**src/rtl/kvmd_pkg.sv**
```systemverilog
// ----------------------------------------------------------------------------
// kvmd_pkg
// Shared widths, key codes, vote status type and the multi-tap helper
// for the keypad vote multi-tap decoder.
// ----------------------------------------------------------------------------
package kvmd_pkg;

	localparam int CNT_W  = 10;
	localparam int KEY_W  = 7;
	localparam int ROW_W  = 4;
	localparam int COL_W  = 3;
	localparam int ROWS   = 4;
	localparam int ROWI_W = $clog2(ROWS);

	localparam logic [CNT_W-1:0] LIMIT_RST = CNT_W'(400);

	// column flag bit positions
	localparam int COL_MID   = 0;
	localparam int COL_LEFT  = 1;
	localparam int COL_RIGHT = 2;

	// row indexes after the vote
	localparam logic [ROWI_W-1:0] ROW_1 = ROWI_W'(0);
	localparam logic [ROWI_W-1:0] ROW_2 = ROWI_W'(1);
	localparam logic [ROWI_W-1:0] ROW_3 = ROWI_W'(2);
	localparam logic [ROWI_W-1:0] ROW_4 = ROWI_W'(3);

	// key codes
	localparam logic [KEY_W-1:0] KEY_CLEAR = KEY_W'(0);
	localparam logic [KEY_W-1:0] KEY_SPACE = KEY_W'(8'h20);
	localparam logic [KEY_W-1:0] KEY_STAR  = KEY_W'(42);
	localparam logic [KEY_W-1:0] KEY_D0    = KEY_W'(48);
	localparam logic [KEY_W-1:0] KEY_D1    = KEY_W'(49);
	localparam logic [KEY_W-1:0] KEY_D2    = KEY_W'(50);
	localparam logic [KEY_W-1:0] KEY_D3    = KEY_W'(51);
	localparam logic [KEY_W-1:0] KEY_D4    = KEY_W'(52);
	localparam logic [KEY_W-1:0] KEY_D5    = KEY_W'(53);
	localparam logic [KEY_W-1:0] KEY_D6    = KEY_W'(54);
	localparam logic [KEY_W-1:0] KEY_D7    = KEY_W'(55);
	localparam logic [KEY_W-1:0] KEY_D8    = KEY_W'(56);
	localparam logic [KEY_W-1:0] KEY_D9    = KEY_W'(57);
	localparam logic [KEY_W-1:0] KEY_A     = KEY_W'(65);
	localparam logic [KEY_W-1:0] KEY_D     = KEY_W'(68);
	localparam logic [KEY_W-1:0] KEY_G     = KEY_W'(71);
	localparam logic [KEY_W-1:0] KEY_J     = KEY_W'(74);
	localparam logic [KEY_W-1:0] KEY_M     = KEY_W'(77);
	localparam logic [KEY_W-1:0] KEY_P     = KEY_W'(80);
	localparam logic [KEY_W-1:0] KEY_Q     = KEY_W'(81);
	localparam logic [KEY_W-1:0] KEY_R     = KEY_W'(82);
	localparam logic [KEY_W-1:0] KEY_S     = KEY_W'(83);
	localparam logic [KEY_W-1:0] KEY_T     = KEY_W'(84);
	localparam logic [KEY_W-1:0] KEY_W_LET = KEY_W'(87);
	localparam logic [KEY_W-1:0] KEY_Z     = KEY_W'(90);

	typedef struct packed {
		logic              decide;
		logic [ROWI_W-1:0] row;
	} vote_t;

	// next letter of a three-letter group, wrapping to the first; first letter when not in the group
	function automatic logic [KEY_W-1:0] cycle3(input logic [KEY_W-1:0] key,
			input logic [KEY_W-1:0] base);
		logic [KEY_W-1:0] res;
		if (key == base) begin
			res = base + KEY_W'(1);
		end else if (key == base + KEY_W'(1)) begin
			res = base + KEY_W'(2);
		end else begin
			res = base;
		end
		return res;
	endfunction

endpackage

```
**src/rtl/kvmd_vote.sv**
```systemverilog
// ----------------------------------------------------------------------------
// kvmd_vote
// Row vote counters and sample counter; flags a decision and picks the
// row with the most votes, lowest index on a tie.
// ----------------------------------------------------------------------------
module kvmd_vote (
	input  logic                          clk,
	input  logic                          arst_n,
	input  logic                          advance,
	input  logic [kvmd_pkg::ROW_W-1:0]    row_lines,
	input  logic [kvmd_pkg::CNT_W-1:0]    sample_limit,
	output kvmd_pkg::vote_t               vote
);

	logic [kvmd_pkg::CNT_W-1:0]  votes_q [kvmd_pkg::ROWS];
	logic [kvmd_pkg::CNT_W-1:0]  votes_nxt [kvmd_pkg::ROWS];
	logic [kvmd_pkg::CNT_W-1:0]  count_q;
	logic [kvmd_pkg::CNT_W-1:0]  count_nxt;
	logic [kvmd_pkg::ROWS-1:0]   inc;
	logic [kvmd_pkg::ROW_W-1:0]  src;
	logic [kvmd_pkg::ROWI_W-1:0] best;

	always_comb begin
		src = ~row_lines;
		// nibble bits 0,3,2,1 feed rows 1..4
		inc[0] = src[0];
		inc[1] = src[3];
		inc[2] = src[2];
		inc[3] = src[1];
		for (int i = 0; i < kvmd_pkg::ROWS; i++) begin
			votes_nxt[i] = votes_q[i] + kvmd_pkg::CNT_W'(inc[i]);
		end
		count_nxt = count_q + kvmd_pkg::CNT_W'(1);
		best = kvmd_pkg::ROW_1;
		for (int i = 1; i < kvmd_pkg::ROWS; i++) begin
			if (votes_nxt[i] > votes_nxt[best]) begin
				best = kvmd_pkg::ROWI_W'(i);
			end
		end
		vote.decide = (count_nxt > sample_limit);
		vote.row    = best;
	end

	always_ff @(posedge clk or negedge arst_n) begin
		if (!arst_n) begin
			count_q <= '0;
			for (int i = 0; i < kvmd_pkg::ROWS; i++) begin
				votes_q[i] <= '0;
			end
		end else if (advance) begin
			if (vote.decide) begin
				count_q <= '0;
				for (int i = 0; i < kvmd_pkg::ROWS; i++) begin
					votes_q[i] <= '0;
				end
			end else begin
				count_q <= count_nxt;
				for (int i = 0; i < kvmd_pkg::ROWS; i++) begin
					votes_q[i] <= votes_nxt[i];
				end
			end
		end
	end

endmodule

```
**src/rtl/kvmd_keydec.sv**
```systemverilog
// ----------------------------------------------------------------------------
// kvmd_keydec
// Key decoder: digits in number mode, multi-tap letters in letter mode,
// star toggles the mode, right column checked last.
// ----------------------------------------------------------------------------
module kvmd_keydec (
	input  logic [kvmd_pkg::ROWI_W-1:0] row,
	input  logic [kvmd_pkg::COL_W-1:0]  cols,
	input  logic [kvmd_pkg::KEY_W-1:0]  last_key,
	input  logic                        mode,
	output logic [kvmd_pkg::KEY_W-1:0]  key,
	output logic                        mode_nxt
);

	logic [kvmd_pkg::KEY_W-1:0] key_a;

	always_comb begin
		key_a    = last_key;
		mode_nxt = mode;
		if (cols[kvmd_pkg::COL_MID]) begin
			unique case (row)
				kvmd_pkg::ROW_1: key_a = mode ? kvmd_pkg::cycle3(last_key, kvmd_pkg::KEY_A)
					: kvmd_pkg::KEY_D2;
				kvmd_pkg::ROW_2: key_a = mode ? kvmd_pkg::cycle3(last_key, kvmd_pkg::KEY_J)
					: kvmd_pkg::KEY_D5;
				kvmd_pkg::ROW_3: key_a = mode ? kvmd_pkg::cycle3(last_key, kvmd_pkg::KEY_T)
					: kvmd_pkg::KEY_D8;
				default: key_a = !mode ? kvmd_pkg::KEY_D0
					: ((last_key == kvmd_pkg::KEY_Q) ? kvmd_pkg::KEY_Z : kvmd_pkg::KEY_Q);
			endcase
		end else if (cols[kvmd_pkg::COL_LEFT]) begin
			unique case (row)
				kvmd_pkg::ROW_1: key_a = mode ? kvmd_pkg::KEY_SPACE : kvmd_pkg::KEY_D1;
				kvmd_pkg::ROW_2: key_a = mode ? kvmd_pkg::cycle3(last_key, kvmd_pkg::KEY_G)
					: kvmd_pkg::KEY_D4;
				kvmd_pkg::ROW_3: begin
					if (!mode) begin
						key_a = kvmd_pkg::KEY_D7;
					end else if (last_key == kvmd_pkg::KEY_P) begin
						key_a = kvmd_pkg::KEY_R;
					end else if (last_key == kvmd_pkg::KEY_R) begin
						key_a = kvmd_pkg::KEY_S;
					end else begin
						key_a = kvmd_pkg::KEY_P;
					end
				end
				default: begin
					// star
					mode_nxt = ~mode;
					key_a    = kvmd_pkg::KEY_STAR;
				end
			endcase
		end
		key = key_a;
		if (cols[kvmd_pkg::COL_RIGHT]) begin
			unique case (row)
				kvmd_pkg::ROW_1: key = mode ? kvmd_pkg::cycle3(key_a, kvmd_pkg::KEY_D)
					: kvmd_pkg::KEY_D3;
				kvmd_pkg::ROW_2: key = mode ? kvmd_pkg::cycle3(key_a, kvmd_pkg::KEY_M)
					: kvmd_pkg::KEY_D6;
				kvmd_pkg::ROW_3: key = mode ? kvmd_pkg::cycle3(key_a, kvmd_pkg::KEY_W_LET)
					: kvmd_pkg::KEY_D9;
				default: key = kvmd_pkg::KEY_CLEAR;
			endcase
		end
	end

endmodule

```
**src/rtl/keypad_vote_multitap_decoder_unit.sv**
```systemverilog
// An accepted item passes through the input register and then the result register.
// Throughput: one item per cycle unless a held result stalls; the input register
// feeds the vote and decode logic, which updates its state and the result register
// at the same edge. Only a decision item gives a result, and at most one.
// Reset (arst_n low, asynchronous): votes, sample count, last key and mode cleared,
// sample_limit back to 400, both stages empty.
// ----------------------------------------------------------------------------
// keypad_vote_multitap_decoder_unit
// Top level: input register, row vote, key decode and result register.
// ----------------------------------------------------------------------------
module keypad_vote_multitap_decoder_unit (
	input  logic                        clk,
	input  logic                        arst_n,
	input  logic                        cfg_valid,
	output logic                        cfg_ready,
	input  logic [kvmd_pkg::CNT_W-1:0]  cfg_data,
	input  logic                        in_valid,
	output logic                        in_ready,
	input  logic [kvmd_pkg::ROW_W-1:0]  row_lines,
	input  logic [kvmd_pkg::COL_W-1:0]  column_flags,
	output logic                        out_valid,
	input  logic                        out_ready,
	output logic [kvmd_pkg::KEY_W-1:0]  key_code,
	output logic                        letter_mode
);

	logic [kvmd_pkg::CNT_W-1:0] limit_q;
	logic                       valid_s1;
	logic [kvmd_pkg::ROW_W-1:0] row_s1;
	logic [kvmd_pkg::COL_W-1:0] col_s1;
	logic [kvmd_pkg::KEY_W-1:0] last_key_q;
	logic                       mode_q;
	logic                       out_valid_q;
	logic [kvmd_pkg::KEY_W-1:0] key_q;
	logic                       letter_q;
	logic                       advance;
	logic                       emit;
	kvmd_pkg::vote_t            vote;
	logic [kvmd_pkg::KEY_W-1:0] key_dec;
	logic                       mode_dec;

	assign cfg_ready   = 1'b1;
	assign advance     = valid_s1 && (!out_valid_q || out_ready);
	assign in_ready    = !valid_s1 || advance;
	assign emit        = vote.decide && (key_dec != kvmd_pkg::KEY_STAR);
	assign out_valid   = out_valid_q;
	assign key_code    = key_q;
	assign letter_mode = letter_q;

	kvmd_vote u_vote (
		.clk          (clk),
		.arst_n       (arst_n),
		.advance      (advance),
		.row_lines    (row_s1),
		.sample_limit (limit_q),
		.vote         (vote)
	);

	kvmd_keydec u_keydec (
		.row      (vote.row),
		.cols     (col_s1),
		.last_key (last_key_q),
		.mode     (mode_q),
		.key      (key_dec),
		.mode_nxt (mode_dec)
	);

	always_ff @(posedge clk or negedge arst_n) begin
		if (!arst_n) begin
			limit_q     <= kvmd_pkg::LIMIT_RST;
			valid_s1    <= 1'b0;
			last_key_q  <= '0;
			mode_q      <= 1'b0;
			out_valid_q <= 1'b0;
		end else begin
			if (cfg_valid) begin
				limit_q <= cfg_data;
			end
			if (in_ready) begin
				valid_s1 <= in_valid;
			end
			if (advance && vote.decide) begin
				last_key_q <= key_dec;
				mode_q     <= mode_dec;
			end
			if (advance && emit) begin
				out_valid_q <= 1'b1;
			end else if (out_ready) begin
				out_valid_q <= 1'b0;
			end
		end
	end

	// payload registers
	always_ff @(posedge clk) begin
		if (in_valid && in_ready) begin
			row_s1 <= row_lines;
			col_s1 <= column_flags;
		end
		if (advance && emit) begin
			key_q    <= key_dec;
			letter_q <= mode_dec;
		end
	end

endmodule

```
**config.mk**
```make
export PLATFORM = sky130hd
export DESIGN_NAME = keypad_vote_multitap_decoder_unit
export DESIGN_NICKNAME = d
export VERILOG_FILES = /design/src/rtl/kvmd_pkg.sv /design/src/rtl/kvmd_vote.sv /design/src/rtl/kvmd_keydec.sv /design/src/rtl/keypad_vote_multitap_decoder_unit.sv
export SDC_FILE = /design/constraint.sdc
export NUM_CORES = 1
export LEC_CHECK = 0
export BUFFER_PORTS_ARGS = -buffer_cell sky130_fd_sc_hd__buf_2
export CORE_MARGIN = 5
export CORE_UTILIZATION = 50
export CTS_BUF_LIST = sky130_fd_sc_hd__clkbuf_8
export DETAILED_ROUTE_END_ITERATION = 8
export HOLD_SLACK_MARGIN = 0.1
export PLACE_DENSITY = 0.78
export SKIP_LAST_GASP = 1
export SYNTH_ARGS = -nofsm -noshare
export SYNTH_HDL_FRONTEND = slang
export SYNTH_SLANG_ARGS = --single-unit
```
**constraint.sdc**
```tcl
create_clock -name clk -period 8.7 [get_ports clk]
set_input_delay 0.435 -clock clk [delete_from_list [all_inputs] [get_ports clk]]
set_output_delay 0.435 -clock clk [all_outputs]
set_load 0.05 [all_outputs]
```
==> results.cfg <==
[layout]
fillerInstances = 1153
antennaDiodeCount = 0
drive_above_1_share = 0.123
area_delta_synth_final_pct = 9.03
layout.area.seq_sq_um = 2210
multi_input_area_sq_um = 3900
nets = 827

[min_path]
min_path_type = in -> async

[detailed_routing]
ant_nets = 0
vias = 5651
drtIter0Drc = 703
via_per_inst = 6.02
drc = 0
finalWirelength_um = 15300
post_drt_wl_per_cell_um = 16.3
drtPass1Iterations = 5

[timing]
setup_tns_ns = 0
min_period_over_period = 0.931
fmax_mhz = 124
min_period_ns = 8.10
setup-violations-final = 0
skew_ns = 0.0183
tightest_slew_ns = 1.08
slew_headroom = 0.275
rsz0062_at_grt = false
hold_violations = 0
slew_viol_final = 0

[placed_design]
gp_congestion = 0.977
numPortBuffers = 31
place_hpwl_um = 11000

[global_routing]
grt_max_degree = 71
grt_overflow = 0
grt_antenna_before_repair = 0
grt-busiest-layer = met2
met3_usage = 0.0429
grt_pass1_vias = 5245
grtUsageTotal = 0.214
grtUsageMet1 = 0.308
grt_use_met2 = 0.326
grt_pass1_wl_um = 25700

[logic_synthesis]
synth.area.top_cells = dfrtp_1 27%, ha_1 8.5%, nand2_1 7.5%
yosysSeqAreaShare = 0.350
yosysTopAreaCell = dfrtp_1
synth_fp_nets = 814
async_flop_share = 0.824
synthMostInstantiatedCell = nand2_1
postSynthCellCount = 749
synth_edf_count = 15
avgSynthCellArea_sq_um = 8.41
syn_area_sq_um = 6300
ys_top_cells_by_count = 126 x nand2_1, 73 x o21ai_0, 67 x dfrtp_1, 43 x ha_1
yosysUniqueCellTypes = 74
yosys_warnings = 0
synth_ff_type = dfrtp_1
synth.top_cell.area_share = 0.266
synth-seq-cells = 85

[floorplan]
coreArea_sq_um = 12500
num_rows = 41
ios = 33
die_h_um = 122
die_w_um = 122
start_util = 0.506
dieArea_sq_um = 15000

[setup_path]
cp-start-kind = register
cp_max_fo = 10
cpMostUsedCell = ha_1
end_kind = register
cp.required_ns = 8.82
critPathKind = reg -> reg
rrSetupSlack_ns = 0.60
critPathSlowestCell = a2111oi_4
slowest_delay_ns = 0.54
crit_arrival_ns = 8.22

[status]
status = finished, final reports clean

[cts]
cts_root_buf = clkbuf_8
cts_made_buffers = 9
cts_tree = done
cts.clk_slew.worst_paths_ns = 0.09
cts.sinks = 85
h-tree-depth = 3
cts_buffer_depth = 2
insertion_delay_ns = 0.40

[job]
maxCapViolCount = 0
[layer usage]
layer / part of all wire / vias to the layer above / routed length [um]
li1: - / 2754 / -
met1: 0.46 / 2648 / 7060
met2: 0.45 / 220 / 6850
met3: 0.070 / 29 / 1070
met4: 0.018 / 0 / 277
met5: 0 / - / 0
[layout make-up]
class | instances | area share
multi-input cells | 601 | 0.568
flip-flops and latches | 85 | 0.321
repair buffers | 39 | 0.0317
well taps | 172 | 0.0313
clock buffers | 10 | 0.0200
clock inverters | 6 | 0.0142
inverters | 26 | 0.0142
[critical path, delay by kind of cell, from the launching register on]
kind	cells	cell delay, ns
flip-flops	1	0.37
multiplexers	3	0.77
adder cells (fa/ha/maj)	5	1.43
AO/OA/AOI/OAI	10	2.24
XOR/XNOR	1	0.18
buffers and inverters	6	0.75
AND/OR/NAND/NOR	9	2.07
[sequential cells by signal, indices dropped and copies added (netlist names)]
name / cells
limit_q: 10
row_s1: 4
mode_q: 1
key_code: 7
valid_s1: 1
u_vote.votes_q: 40
u_vote.count_q: 10
letter_mode: 1
last_key_q: 7
out_valid: 1
col_s1: 3
[logic make-up (layout without fill, tap and decap cells)]
family / count (synthesis) / after routing / share of synthesized area
flops: 85 / 85 / 0.350
compound gates: 204 / 204 / 0.211
simple gates: 304 / 304 / 0.240
other cells: 1 / 1 / 0.000595
xor+xnor: 36 / 36 / 0.0500
buf+inv: 63 / 81 / 0.0395
mux: 10 / 10 / 0.0187
fa+ha+maj: 46 / 46 / 0.0901
[cell usage in the layout (no fill, tap or decap), types with 10 or more instances in the layout]
master / synthesis / routed
o31ai_1: 23 / 23
nor3_1: 16 / 16
nand2_1: 126 / 124
inv_1: 26 / 26
nand2b_1: 17 / 17
nor2_1: 39 / 38
buf_2: 4 / 30
edfxtp_1: 15 / 15
dfrtp_1: 67 / 67
ha_1: 43 / 43
clkbuf_8: 0 / 10
nand3_1: 39 / 39
o21ai_0: 73 / 73
xnor2_1: 18 / 18
a21oi_1: 31 / 30
xor2_1: 18 / 18
[repair_timing]
action / 4_1_cts / 5_1_grt
hold buffers: 0 / 0
buffers inserted: 0 / 0
endpoints found under the setup margin: 0 / 16
gates resized for setup: 0 / 8
endpoints found under the hold margin: 0 / 0
[stage by stage]
step	utilization	worst slack, ns	instances	hold slack, ns	instance area (sq um)
detailed placement	0.529	0.467	923	0.483	6600
floorplan	-	1.14	749	0.139	6300
finish	0.551	0.603	939	0.168	6870
global placement	0.529	0.564	923	0.465	6600
global route	0.551	0.00886	939	0.209	6870
CTS	0.548	0.420	939	0.196	6830
[worst paths after layout]
check / startpoint / endpoint / depth (start not counted)
min: arst_n / u_vote.votes_q[9] / 1
max: row_s1[3] / key_code[2] / 34
min reg2reg: u_vote.votes_q[10] / u_vote.votes_q[10] / 2
max reg2reg: row_s1[3] / key_code[2] / 34
max in group asynchronous: arst_n / last_key_q[0] / 1
min in group clk: column_flags[2] / col_s1[2] / 1
Power is left out: the tool's default activity adds up to more than one toggle a clock period on the data nets, which glitch-free logic cannot reach.
